$ cat config.mk
export PLATFORM = sky130hd
export DESIGN_NAME = two_channel_windowed_peak_counter
export DESIGN_NICKNAME = d
export VERILOG_FILES = /design/src/hdl/twpc_pkg.sv /design/src/hdl/two_channel_windowed_peak_counter.sv
export VERILOG_INCLUDE_DIRS = /design/src /design/src/hdl
export SDC_FILE = /design/constraint.sdc
export NUM_CORES = 1
export LEC_CHECK = 0
export BUFFER_PORTS_ARGS = -buffer_cell sky130_fd_sc_hd__buf_2
export CORE_ASPECT_RATIO = 0.75
export CORE_UTILIZATION = 59
export DETAILED_ROUTE_END_ITERATION = 12
export GPL_ROUTABILITY_DRIVEN = 0
export MAX_ROUTING_LAYER = met4
export PLACE_DENSITY = 0.87
export RECOVER_POWER = 50
export SYNTH_ARGS = -nofsm -noshare
export SYNTH_HDL_FRONTEND = slang
export SYNTH_SLANG_ARGS = --single-unit
$ cat constraint.sdc
create_clock -name aclk -period 5.53 [get_ports aclk]
set_input_delay 0.553 -clock aclk [delete_from_list [all_inputs] [get_ports aclk]]
set_output_delay 0.553 -clock aclk [all_outputs]
set_load 0.1 [all_outputs]
$ cat src/hdl/two_channel_windowed_peak_counter_assert.svh
// assertion macros for the windowed peak counter
`ifndef TWO_CHANNEL_WINDOWED_PEAK_COUNTER_ASSERT_SVH
`define TWO_CHANNEL_WINDOWED_PEAK_COUNTER_ASSERT_SVH

// same-cycle implication, disabled during reset
`define TWPC_ASSERT_SAME(label, clk, rstn, ante, cons) \
    label: assert property (@(posedge clk) disable iff (!(rstn)) (ante) |-> (cons)) \
        else $error("twpc assertion failed");

// next-cycle implication, disabled during reset
`define TWPC_ASSERT_NEXT(label, clk, rstn, ante, cons) \
    label: assert property (@(posedge clk) disable iff (!(rstn)) (ante) |=> (cons)) \
        else $error("twpc assertion failed");

`endif

$ cat src/hdl/twpc_pkg.sv
// constants and register indexes shared by the windowed peak counter
`default_nettype none

package twpc_pkg;

    localparam int TICK_W      = 24;
    localparam int LEVEL_W     = 13;
    localparam int BLOCK_W     = 8;
    localparam int OUT_COUNT_W = 16;
    localparam int RAW_W       = 16;
    localparam int CFG_ADDR_W  = 2;
    localparam int CFG_DATA_W  = 24;
    localparam int S_DATA_W    = 32;
    localparam int M_DATA_W    = 72;

    localparam logic [CFG_ADDR_W-1:0] REG_BLOCK_TICKS      = 2'd0;
    localparam logic [CFG_ADDR_W-1:0] REG_PEAK_THRESHOLD   = 2'd1;
    localparam logic [CFG_ADDR_W-1:0] REG_BLOCKS_PER_CYCLE = 2'd2;
    localparam logic [CFG_ADDR_W-1:0] REG_LED_MIN_PEAKS    = 2'd3;

    localparam logic REQ_SAMPLE = 1'b0;
    localparam logic REQ_TICK   = 1'b1;

    localparam logic [TICK_W-1:0]      BLOCK_TICKS_RESET    = 24'd500000;
    localparam logic [LEVEL_W-1:0]     PEAK_THRESHOLD_RESET = 13'd500;
    localparam logic [BLOCK_W-1:0]     BLOCKS_PER_CYCLE_RESET = 8'd20;
    localparam logic [OUT_COUNT_W-1:0] LED_MIN_PEAKS_RESET  = 16'd5;

    localparam logic [BLOCK_W-1:0] LED_ON_BLOCK  = 8'd1;
    localparam logic [BLOCK_W-1:0] LED_OFF_BLOCK = 8'd2;

endpackage

`default_nettype wire

$ cat src/hdl/two_channel_windowed_peak_counter.sv
// two-channel windowed peak counter with tick timer, led and stimulus control
// result: a sample item shows its result in the cycle after it is accepted
// throughput: one item per cycle while the output is not stalled; a tick item updates the timer and gives no result
// a single registered pass from the input handshake to the result register sets this
// reset: synchronous active-low aresetn clears counters, timer, block index and led,
// raises the stimulus and loads the default configuration
`default_nettype none

`include "two_channel_windowed_peak_counter_assert.svh"

module two_channel_windowed_peak_counter
    import twpc_pkg::*;
#(
    parameter int COUNT_BITS = 16
) (
    input  wire logic                  aclk,
    input  wire logic                  aresetn,

    input  wire logic                  cfg_wr_en,
    input  wire logic [CFG_ADDR_W-1:0] cfg_addr,
    input  wire logic [CFG_DATA_W-1:0] cfg_wdata,

    input  wire logic                  s_tvalid,
    output logic                       s_tready,
    // raw_word_a [15:0], raw_word_b [31:16]
    input  wire logic [S_DATA_W-1:0]   s_tdata,
    // req_type [0]
    input  wire logic                  s_tuser,

    output logic                       m_tvalid,
    input  wire logic                  m_tready,
    // sample_a [12:0], sample_b [25:13], block_closed [26], closed_block_index [34:27],
    // closed_count_a [50:35], closed_count_b [66:51], cycle_restarted [67],
    // led_level [68], stim_level [69], zero [71:70]
    output logic [M_DATA_W-1:0]        m_tdata
);

    localparam int WideBits = (COUNT_BITS > OUT_COUNT_W) ? COUNT_BITS : OUT_COUNT_W;
    localparam logic [WideBits-1:0] OutMax = WideBits'({OUT_COUNT_W{1'b1}});

    // configuration
    logic [TICK_W-1:0]      block_ticks_reg;
    logic [LEVEL_W-1:0]     peak_threshold_reg;
    logic [BLOCK_W-1:0]     blocks_per_cycle_reg;
    logic [OUT_COUNT_W-1:0] led_min_peaks_reg;

    // state
    logic [TICK_W-1:0]     elapsed_reg, elapsed_next;
    logic [BLOCK_W-1:0]    block_idx_reg, block_idx_next;
    logic                  armed_a_reg, armed_a_next;
    logic                  armed_b_reg, armed_b_next;
    logic [COUNT_BITS-1:0] count_a_reg, count_a_next;
    logic [COUNT_BITS-1:0] count_b_reg, count_b_next;
    logic [COUNT_BITS-1:0] first_a_reg, first_a_next;
    logic [COUNT_BITS-1:0] first_b_reg, first_b_next;
    logic                  led_reg, led_next;
    logic                  stim_reg, stim_next;

    // result register
    logic                   m_valid_reg;
    logic [LEVEL_W-1:0]     sample_a_reg, sample_b_reg;
    logic                   closed_reg, closed_next;
    logic [BLOCK_W-1:0]     closed_idx_reg, closed_idx_next;
    logic [OUT_COUNT_W-1:0] closed_a_reg, closed_a_next;
    logic [OUT_COUNT_W-1:0] closed_b_reg, closed_b_next;
    logic                   wrapped_reg, wrapped_next;

    logic                s_accept;
    logic                sample_accept;
    logic [LEVEL_W-1:0]  sample_a;
    logic [LEVEL_W-1:0]  sample_b;
    logic [WideBits-1:0] wide_a;
    logic [WideBits-1:0] wide_b;

    assign s_tready      = !m_valid_reg || m_tready;
    assign s_accept      = s_tvalid && s_tready;
    assign sample_accept = s_accept && (s_tuser == REQ_SAMPLE);
    assign sample_a      = s_tdata[RAW_W-1:3];
    assign sample_b      = s_tdata[S_DATA_W-1:RAW_W+3];

    always_ff @(posedge aclk) begin
        if (!aresetn) begin
            block_ticks_reg      <= BLOCK_TICKS_RESET;
            peak_threshold_reg   <= PEAK_THRESHOLD_RESET;
            blocks_per_cycle_reg <= BLOCKS_PER_CYCLE_RESET;
            led_min_peaks_reg    <= LED_MIN_PEAKS_RESET;
        end else if (cfg_wr_en) begin
            unique case (cfg_addr)
                REG_BLOCK_TICKS:      block_ticks_reg      <= cfg_wdata[TICK_W-1:0];
                REG_PEAK_THRESHOLD:   peak_threshold_reg   <= cfg_wdata[LEVEL_W-1:0];
                REG_BLOCKS_PER_CYCLE: blocks_per_cycle_reg <= cfg_wdata[BLOCK_W-1:0];
                REG_LED_MIN_PEAKS:    led_min_peaks_reg    <= cfg_wdata[OUT_COUNT_W-1:0];
                default: ;
            endcase
        end
    end

    always_comb begin
        elapsed_next    = elapsed_reg;
        block_idx_next  = block_idx_reg;
        armed_a_next    = armed_a_reg;
        armed_b_next    = armed_b_reg;
        count_a_next    = count_a_reg;
        count_b_next    = count_b_reg;
        first_a_next    = first_a_reg;
        first_b_next    = first_b_reg;
        led_next        = led_reg;
        stim_next       = stim_reg;
        closed_next     = 1'b0;
        closed_idx_next = '0;
        closed_a_next   = '0;
        closed_b_next   = '0;
        wrapped_next    = 1'b0;
        wide_a          = WideBits'(count_a_reg);
        wide_b          = WideBits'(count_b_reg);

        if (s_accept && (s_tuser == REQ_TICK)) begin
            if (elapsed_reg != '1) begin
                elapsed_next = elapsed_reg + 1'b1;
            end
        end else if (sample_accept) begin
            if (block_idx_reg == LED_OFF_BLOCK) begin
                led_next = 1'b0;
            end

            // cycle wrap
            if (block_idx_reg == blocks_per_cycle_reg) begin
                count_a_next   = '0;
                count_b_next   = '0;
                block_idx_next = '0;
                stim_next      = 1'b1;
                wrapped_next   = 1'b1;
            end

            // block close
            wide_a = WideBits'(count_a_next);
            wide_b = WideBits'(count_b_next);
            if (elapsed_reg > block_ticks_reg) begin
                closed_next     = 1'b1;
                closed_idx_next = block_idx_next;
                closed_a_next   = (wide_a > OutMax) ? '1 : wide_a[OUT_COUNT_W-1:0];
                closed_b_next   = (wide_b > OutMax) ? '1 : wide_b[OUT_COUNT_W-1:0];
                if (block_idx_next == '0) begin
                    first_a_next = count_a_next;
                    first_b_next = count_b_next;
                end
                stim_next    = 1'b0;
                count_a_next = '0;
                count_b_next = '0;
                elapsed_next = '0;
                if (block_idx_next != '1) begin
                    block_idx_next = block_idx_next + 1'b1;
                end
            end

            // peak detection, channel a
            if (sample_a > peak_threshold_reg && !armed_a_reg) begin
                armed_a_next = 1'b1;
            end else if (sample_a < peak_threshold_reg && armed_a_reg) begin
                if (count_a_next != '1) begin
                    count_a_next = count_a_next + 1'b1;
                end
                armed_a_next = 1'b0;
            end

            // peak detection, channel b
            if (sample_b > peak_threshold_reg && !armed_b_reg) begin
                armed_b_next = 1'b1;
            end else if (sample_b < peak_threshold_reg && armed_b_reg) begin
                if (count_b_next != '1) begin
                    count_b_next = count_b_next + 1'b1;
                end
                armed_b_next = 1'b0;
            end

            if (block_idx_next == LED_ON_BLOCK &&
                (WideBits'(first_a_next) > WideBits'(led_min_peaks_reg) ||
                 WideBits'(first_b_next) > WideBits'(led_min_peaks_reg))) begin
                led_next = 1'b1;
            end
        end
    end

    always_ff @(posedge aclk) begin
        if (!aresetn) begin
            elapsed_reg   <= '0;
            block_idx_reg <= '0;
            armed_a_reg   <= 1'b0;
            armed_b_reg   <= 1'b0;
            count_a_reg   <= '0;
            count_b_reg   <= '0;
            led_reg       <= 1'b0;
            stim_reg      <= 1'b1;
            m_valid_reg   <= 1'b0;
        end else begin
            elapsed_reg   <= elapsed_next;
            block_idx_reg <= block_idx_next;
            armed_a_reg   <= armed_a_next;
            armed_b_reg   <= armed_b_next;
            count_a_reg   <= count_a_next;
            count_b_reg   <= count_b_next;
            led_reg       <= led_next;
            stim_reg      <= stim_next;
            if (sample_accept) begin
                m_valid_reg <= 1'b1;
            end else if (m_tready) begin
                m_valid_reg <= 1'b0;
            end
        end
    end

    // first-block counts and result payload
    always_ff @(posedge aclk) begin
        first_a_reg <= first_a_next;
        first_b_reg <= first_b_next;
        if (sample_accept) begin
            sample_a_reg   <= sample_a;
            sample_b_reg   <= sample_b;
            closed_reg     <= closed_next;
            closed_idx_reg <= closed_idx_next;
            closed_a_reg   <= closed_a_next;
            closed_b_reg   <= closed_b_next;
            wrapped_reg    <= wrapped_next;
        end
    end

    assign m_tvalid = m_valid_reg;
    assign m_tdata  = {2'b00, stim_reg, led_reg, wrapped_reg, closed_b_reg, closed_a_reg,
                       closed_idx_reg, closed_reg, sample_b_reg, sample_a_reg};

    `TWPC_ASSERT_NEXT(a_sample_gives_item, aclk, aresetn, sample_accept, m_valid_reg)
    `TWPC_ASSERT_NEXT(a_tick_gives_no_item, aclk, aresetn,
        s_accept && (s_tuser == REQ_TICK) && (!m_valid_reg || m_tready), !m_valid_reg)
    `TWPC_ASSERT_SAME(a_open_block_fields_zero, aclk, aresetn, m_valid_reg && !closed_reg,
        closed_idx_reg == '0 && closed_a_reg == '0 && closed_b_reg == '0)
    `TWPC_ASSERT_SAME(a_wrap_raises_stim, aclk, aresetn,
        m_valid_reg && wrapped_reg && !closed_reg, stim_reg)
    `TWPC_ASSERT_NEXT(a_close_clears_timer, aclk, aresetn,
        sample_accept && (elapsed_reg > block_ticks_reg), elapsed_reg == '0)

endmodule

`default_nettype wire
### Word-level counts from Yosys, hierarchy flattened

Index checks and enable logic that the tools add are counted.
Widths: inputs -> output; s select.

| word-level totals | value |
|---|---|
| bits in registers | 230 |
| input bits | 64 |
| output and inout port bits | 74 |

| operators by class | value |
|---|---|
| add/sub/neg operators | 4 |
| magnitude comparators | 9 |
| equality and inequality tests | 11 |
| muxes and demuxes | 51 |
| bitwise operators | 3 |
| reductions and logical operators | 33 |

Operator list:

| cell | count |
|---|---|
| $mux 16 | 28 |
| $mux 24 | 4 |
| $mux 8 | 7 |
| $add 16x1->16 const B | 2 |
| $gt 16x16->1 | 2 |
| $gt 16x16->1 const B | 2 |
| $ne 16x16->1 const B | 2 |
| $gt 13x13->1 | 2 |
| $lt 13x13->1 | 2 |
| $add 24x1->24 const B | 1 |
| $gt 24x24->1 | 1 |
| $ne 24x24->1 const B | 1 |
| $reduce_and 3->1 | 5 |
| $reduce_bool 2->1 | 7 |
| $mux 1 | 12 |
| $reduce_and 2->1 | 5 |
| $add 8x1->8 const B | 1 |
| $eq 8x1->1 const B | 1 |
| $eq 8x2->1 const B | 1 |
| $eq 8x8->1 | 1 |
| $logic_and 1x1->1 | 8 |
| $logic_not 8->1 | 1 |
| $ne 8x8->1 const B | 1 |
| $eq 2x2->1 const B | 2 |
| other kinds (7) | 12 |

### Depth between registers and ports, before layout

| logic depth | value |
|---|---|
| depth in word-level cells | 16 |
| gate-level depth with buffers | 22 |
| depth with buffers taken out | 20 |

### Least setup slack after synthesis

OpenSTA, ideal clock, no wires.

| path | value |
|---|---|
| path type | register -> register |
| start point | register m_valid_reg (netlist: m_tvalid) |
| end point | register closed_a_reg[0], enable pin |
| library setup time | 0.503 ns |
| data arrival time | 5.283 ns |
| data required time | 5.027 ns |
| setup slack | -0.256 ns |
| cell stages (with the launch flop) | 7 |
| buffers on the path | 2 |
| path through | dfxtp_1 > nand2b_1 > nand2_1 > or2_2 > clkinv_1 > clkbuf_1 > clkbuf_1 |

| between the ends | value |
|---|---|
| cells in the longest elaborated chain, start to end | 4 |

RTL lines:

| what | line | source |
|---|---|---|
| from (decl) | two_channel_windowed_peak_counter.sv:60 | `logic m_valid_reg;` |
| from (signal assigned) | two_channel_windowed_peak_counter.sv:194 | `m_valid_reg <= 1'b0;` |
| from (signal assigned) | two_channel_windowed_peak_counter.sv:205 | `m_valid_reg <= 1'b1;` |
| from (signal assigned) | two_channel_windowed_peak_counter.sv:207 | `m_valid_reg <= 1'b0;` |
| $logic_not 1->1 | two_channel_windowed_peak_counter.sv:75 | `assign s_tready = !m_valid_reg \|\| m_tready;` |
| $logic_or 1x1->1 | two_channel_windowed_peak_counter.sv:75 |  |
| net s_tready | two_channel_windowed_peak_counter.sv:24 | `output logic s_tready,` |
| $logic_and 1x1->1 | two_channel_windowed_peak_counter.sv:76 | `assign s_accept = s_tvalid && s_tready;` |
| $logic_and 1x1->1 | two_channel_windowed_peak_counter.sv:77 | `assign sample_accept = s_accept && (s_tuser == REQ_SAMPLE);` |
| net sample_accept | two_channel_windowed_peak_counter.sv:69 | `logic sample_accept;` |
| to (signal assigned) | two_channel_windowed_peak_counter.sv:221 | `closed_a_reg <= closed_a_next;` |
| to (decl) | two_channel_windowed_peak_counter.sv:64 | `logic [OUT_COUNT_W-1:0] closed_a_reg, closed_a_next;` |

The timed path passes the listed nets, and every way through them passes these cells.
A chain may end at the register's enable or synchronous reset.

### Final worst setup path

| path | value |
|---|---|
| start point | register m_valid_reg (netlist: m_tvalid) |
| end point | register count_b_reg[2] |

| between the ends | value |
|---|---|
| cells in the longest elaborated chain, start to end | 6 |

RTL lines:

| what | line | source |
|---|---|---|
| $logic_not 1->1 * | two_channel_windowed_peak_counter.sv:75 |  |
| $logic_or 1x1->1 * | two_channel_windowed_peak_counter.sv:75 |  |
| $logic_and 1x1->1 * | two_channel_windowed_peak_counter.sv:76 |  |
| $logic_and 1x1->1 | two_channel_windowed_peak_counter.sv:117 | `if (s_accept && (s_tuser == REQ_TICK)) begin` |
| $not 1->1 (no line) | n/a |  |
| $reduce_and 2->1 (no line) * | n/a |  |
| to (signal assigned) | two_channel_windowed_peak_counter.sv:201 | `count_b_reg <= count_b_next;` |
| to (decl) | two_channel_windowed_peak_counter.sv:53 | `logic [COUNT_BITS-1:0] count_b_reg, count_b_next;` |

Every way passes the cells marked *; elsewhere a longest branch is shown, timed or not.

==> results_dict.tcl <==
set metrics [dict create \
    yosysTopAreaCell "edfxtp_1" \
    cts_buffer_depth 3 \
    finalHoldViolCount 0 \
    vias_per_cell 6.04 \
    design.die.area_um2 20600 \
    tns_ns 0 \
    cts_resized 0 \
    r2r-end "count_b_reg[2]" \
    path_class "reg -> reg" \
    die-height_um 124 \
    setup_slack_ns 0.657 \
    io_buffers 129 \
    crit_family "simple AND/OR/NAND/NOR gates" \
    drt-wirelength-per-cell_um 18.0 \
    p_per_area_nw_per_um2 294 \
    clock-sinks 230 \
    p_leak_uw 0.00494 \
    finalCritPeriodShare 0.881 \
    holdPathStages 1 \
    cts_max_level 1 \
    grt_max_degree 65 \
    overflow 0 \
    dpl.hpwl_um 20600 \
    area_delta_synth_final_pct 12.0 \
    cp.depth 7 \
    fp.coreArea_um2 19400 \
    clkSlewWorstSetupHoldPaths_ns 0.07 \
    row_count 44 \
    min_path_type "in -> reg" \
    violations "max-capacitance violations, max-slew violations" \
    ir_worst_vdd_mv 0.333 \
    multiInputGateArea_um2 5610 \
    synth_top_area_share 0.255 \
    die_w_um 165 \
    fmax_ghz 0.205 \
    io_pins 138 \
    synth_area_per_cell_um2 9.04 \
    yosysSeqAreaShare 0.476 \
    synthTopCellsByCount "233 x nand2_1, 130 x dfxtp_1, 110 x a21oi_1" \
    synthTopCellsByArea "edfxtp_1 25%, dfxtp_1 22%, ha_1 9.2%" \
    first_pass_iters 6 \
    crit_slowest_cell "or2_0" \
    finalSetupViolCount 0 \
    crit_start "m_tvalid" \
    postRouteAntennaNets 0 \
    synth_cells 1304 \
    postCtsSetupBuffers 0 \
    syn-cell-area_um2 11800 \
    drt-initial-drc-count 1170 \
    path_cells "nand2b_1, nand2_1, or2_0, inv_4, clkbuf_2, o2111ai_1, a21oi_1" \
    cp.arrival_ns 5.22 \
    cts_tree "yes" \
    rrSetupSlack_ns 0.66 \
    regArea_um2 5610 \
    slowest_delay_ns 1.97 \
    start_util 0.607 \
    finalClockSkew_ns 0.0189 \
    synth.distinct_cells 69 \
    num_vias 10100 \
    antenna_cells 0 \
    synth_edf_count 100 \
    ys_ff_latch 230 \
    cts-hold-fix-buffers 0 \
    cp.required_ns 5.88 \
    cts_buffers 23 \
    synthFlopType "dfxtp_1" \
    drv_cap 3 \
    yosysMostFrequentCell "nand2_1" \
    layout-drive-gt1-share 0.0685 \
    r2r_start "m_tvalid" \
    grt_pass1_vias 9565 \
    relSlewSlack -0.827 \
    clk_latency_ns 0.53 \
    route.detailed.drc 0 \
    cp-end-kind "register" \
    synthArstFlopShare 0 \
    drt-total-wl_um 30000 \
    crit_path_max_fanout 50 \
    setup.worst_path.end "count_b_reg[2]" \
    crit_path_start_kind "register" \
    worstMarginPinSlew_ns 2.74 \
    gr-usage-all-layers 0.302 \
    root_buffer "clkbuf_16" \
    nFillCells 1559 \
    antenna_found_initial 0 \
    cp.buffers_inverters 2 \
    grt_pass1_wl_um 48200 \
    outcome "finished, violations left" \
    r2r_cells 7 \
    nets 1550 \
    min_period_ns 4.87 \
    dp_slack_ns 0.909 \
    ys_warn_count 0 \
    finalMaxSlewViolations 129 \
    rsz0062_at_grt "false" \
    hold-worst-slack_ns 0.223 \
]
-- worst register-to-register path, stage by stage, from the launching register on --
cell and delay [ns]:
dfxtp_1 0.33, nand2b_1 0.10, nand2_1 0.08, or2_0 1.97
inv_4 0.81, clkbuf_2 0.85, o2111ai_1 0.49, a21oi_1 0.10
-- layout by cell type (no fill, tap or decap), types with 4 or more instances in the layout --
cell type,synthesis,final
buf_2,7,33
dfxtp_1,130,130
or3_1,13,13
and4_1,7,7
o2111ai_1,4,4
o211ai_1,21,21
a211oi_1,6,6
nor2_1,81,81
clkbuf_16,0,25
nor2b_1,6,6
edfxtp_1,100,100
xor2_1,17,17
nand2b_1,4,4
a21o_1,16,16
clkbuf_1,54,105
o21ai_0,80,79
a21oi_1,110,110
and3_1,11,11
o31ai_1,6,6
or4_1,7,7
a31oi_1,11,11
nand3b_1,4,4
or2_2,5,4
nand4_1,33,33
xnor2_1,15,15
nand3_1,30,30
o21a_1,11,11
nor4_1,9,9
ha_1,87,87
buf_4,6,9
and2_1,37,37
nor3_1,20,20
nand2_1,233,233
inv_1,67,67
-- routing by layer --
| metal | global-route usage | wire (um) | share of wire |
|---|---|---|---|
| met5 | - | 0 | 0 |
| met4 | 0.0853 | 696 | 0.023 |
| met3 | 0.0583 | 3090 | 0.10 |
| met2 | 0.443 | 13200 | 0.44 |
| met1 | 0.424 | 13000 | 0.43 |
-- final cells by class --
type	instances	area share
well taps	253	0.0240
repair buffers	143	0.0477
clock inverters	8	0.00645
multi-input cells	933	0.425
inverters	68	0.0195
clock buffers	34	0.0522
flip-flops and latches	230	0.425
-- power breakdown --
part	switching (uW)	leakage, uW	internal (uW)
registers	22.4	0.00199	1820
logic	334	0.00257	93.6
clock network	684	0.000374	919
total	1040	0.00494	2840
-- metrics by stage --
step / total power [uW] / cells / cell area (um^2) / utilization
after global placement: 2300 / 1627 / 12600 / 0.646
after global routing: 3980 / 1669 / 13200 / 0.679
final: 3880 / 1669 / 13200 / 0.679
after detailed placement: 2310 / 1627 / 12600 / 0.646
after floorplan: 2200 / 1305 / 11800 / -
after CTS: 3880 / 1669 / 13300 / 0.686
-- how the worst min path moves through the flow --
stage / start / to
after CTS: s_tdata[9] / sample_a_reg[6]
after global routing: s_tdata[9] / sample_a_reg[6]
after floorplan: block_ticks_reg[10] / block_ticks_reg[10]
after global placement: led_min_peaks_reg[7] / led_min_peaks_reg[7]
final: s_tdata[9] / sample_a_reg[6]
after detailed placement: block_ticks_reg[11] / block_ticks_reg[11]
-- cell families (layout without fill, tap and decap cells) --
family	after synthesis	after routing	share of synthesized area
mux	3	3	0.00276
flops	230	230	0.476
compound gates	294	294	0.148
other cells	1	2	0.000318
simple gates	515	515	0.208
fa+ha+maj	87	87	0.0923
buf+inv	142	253	0.0486
xor+xnor	32	32	0.0238
Note: power is estimated with default switching activity, not from simulation.
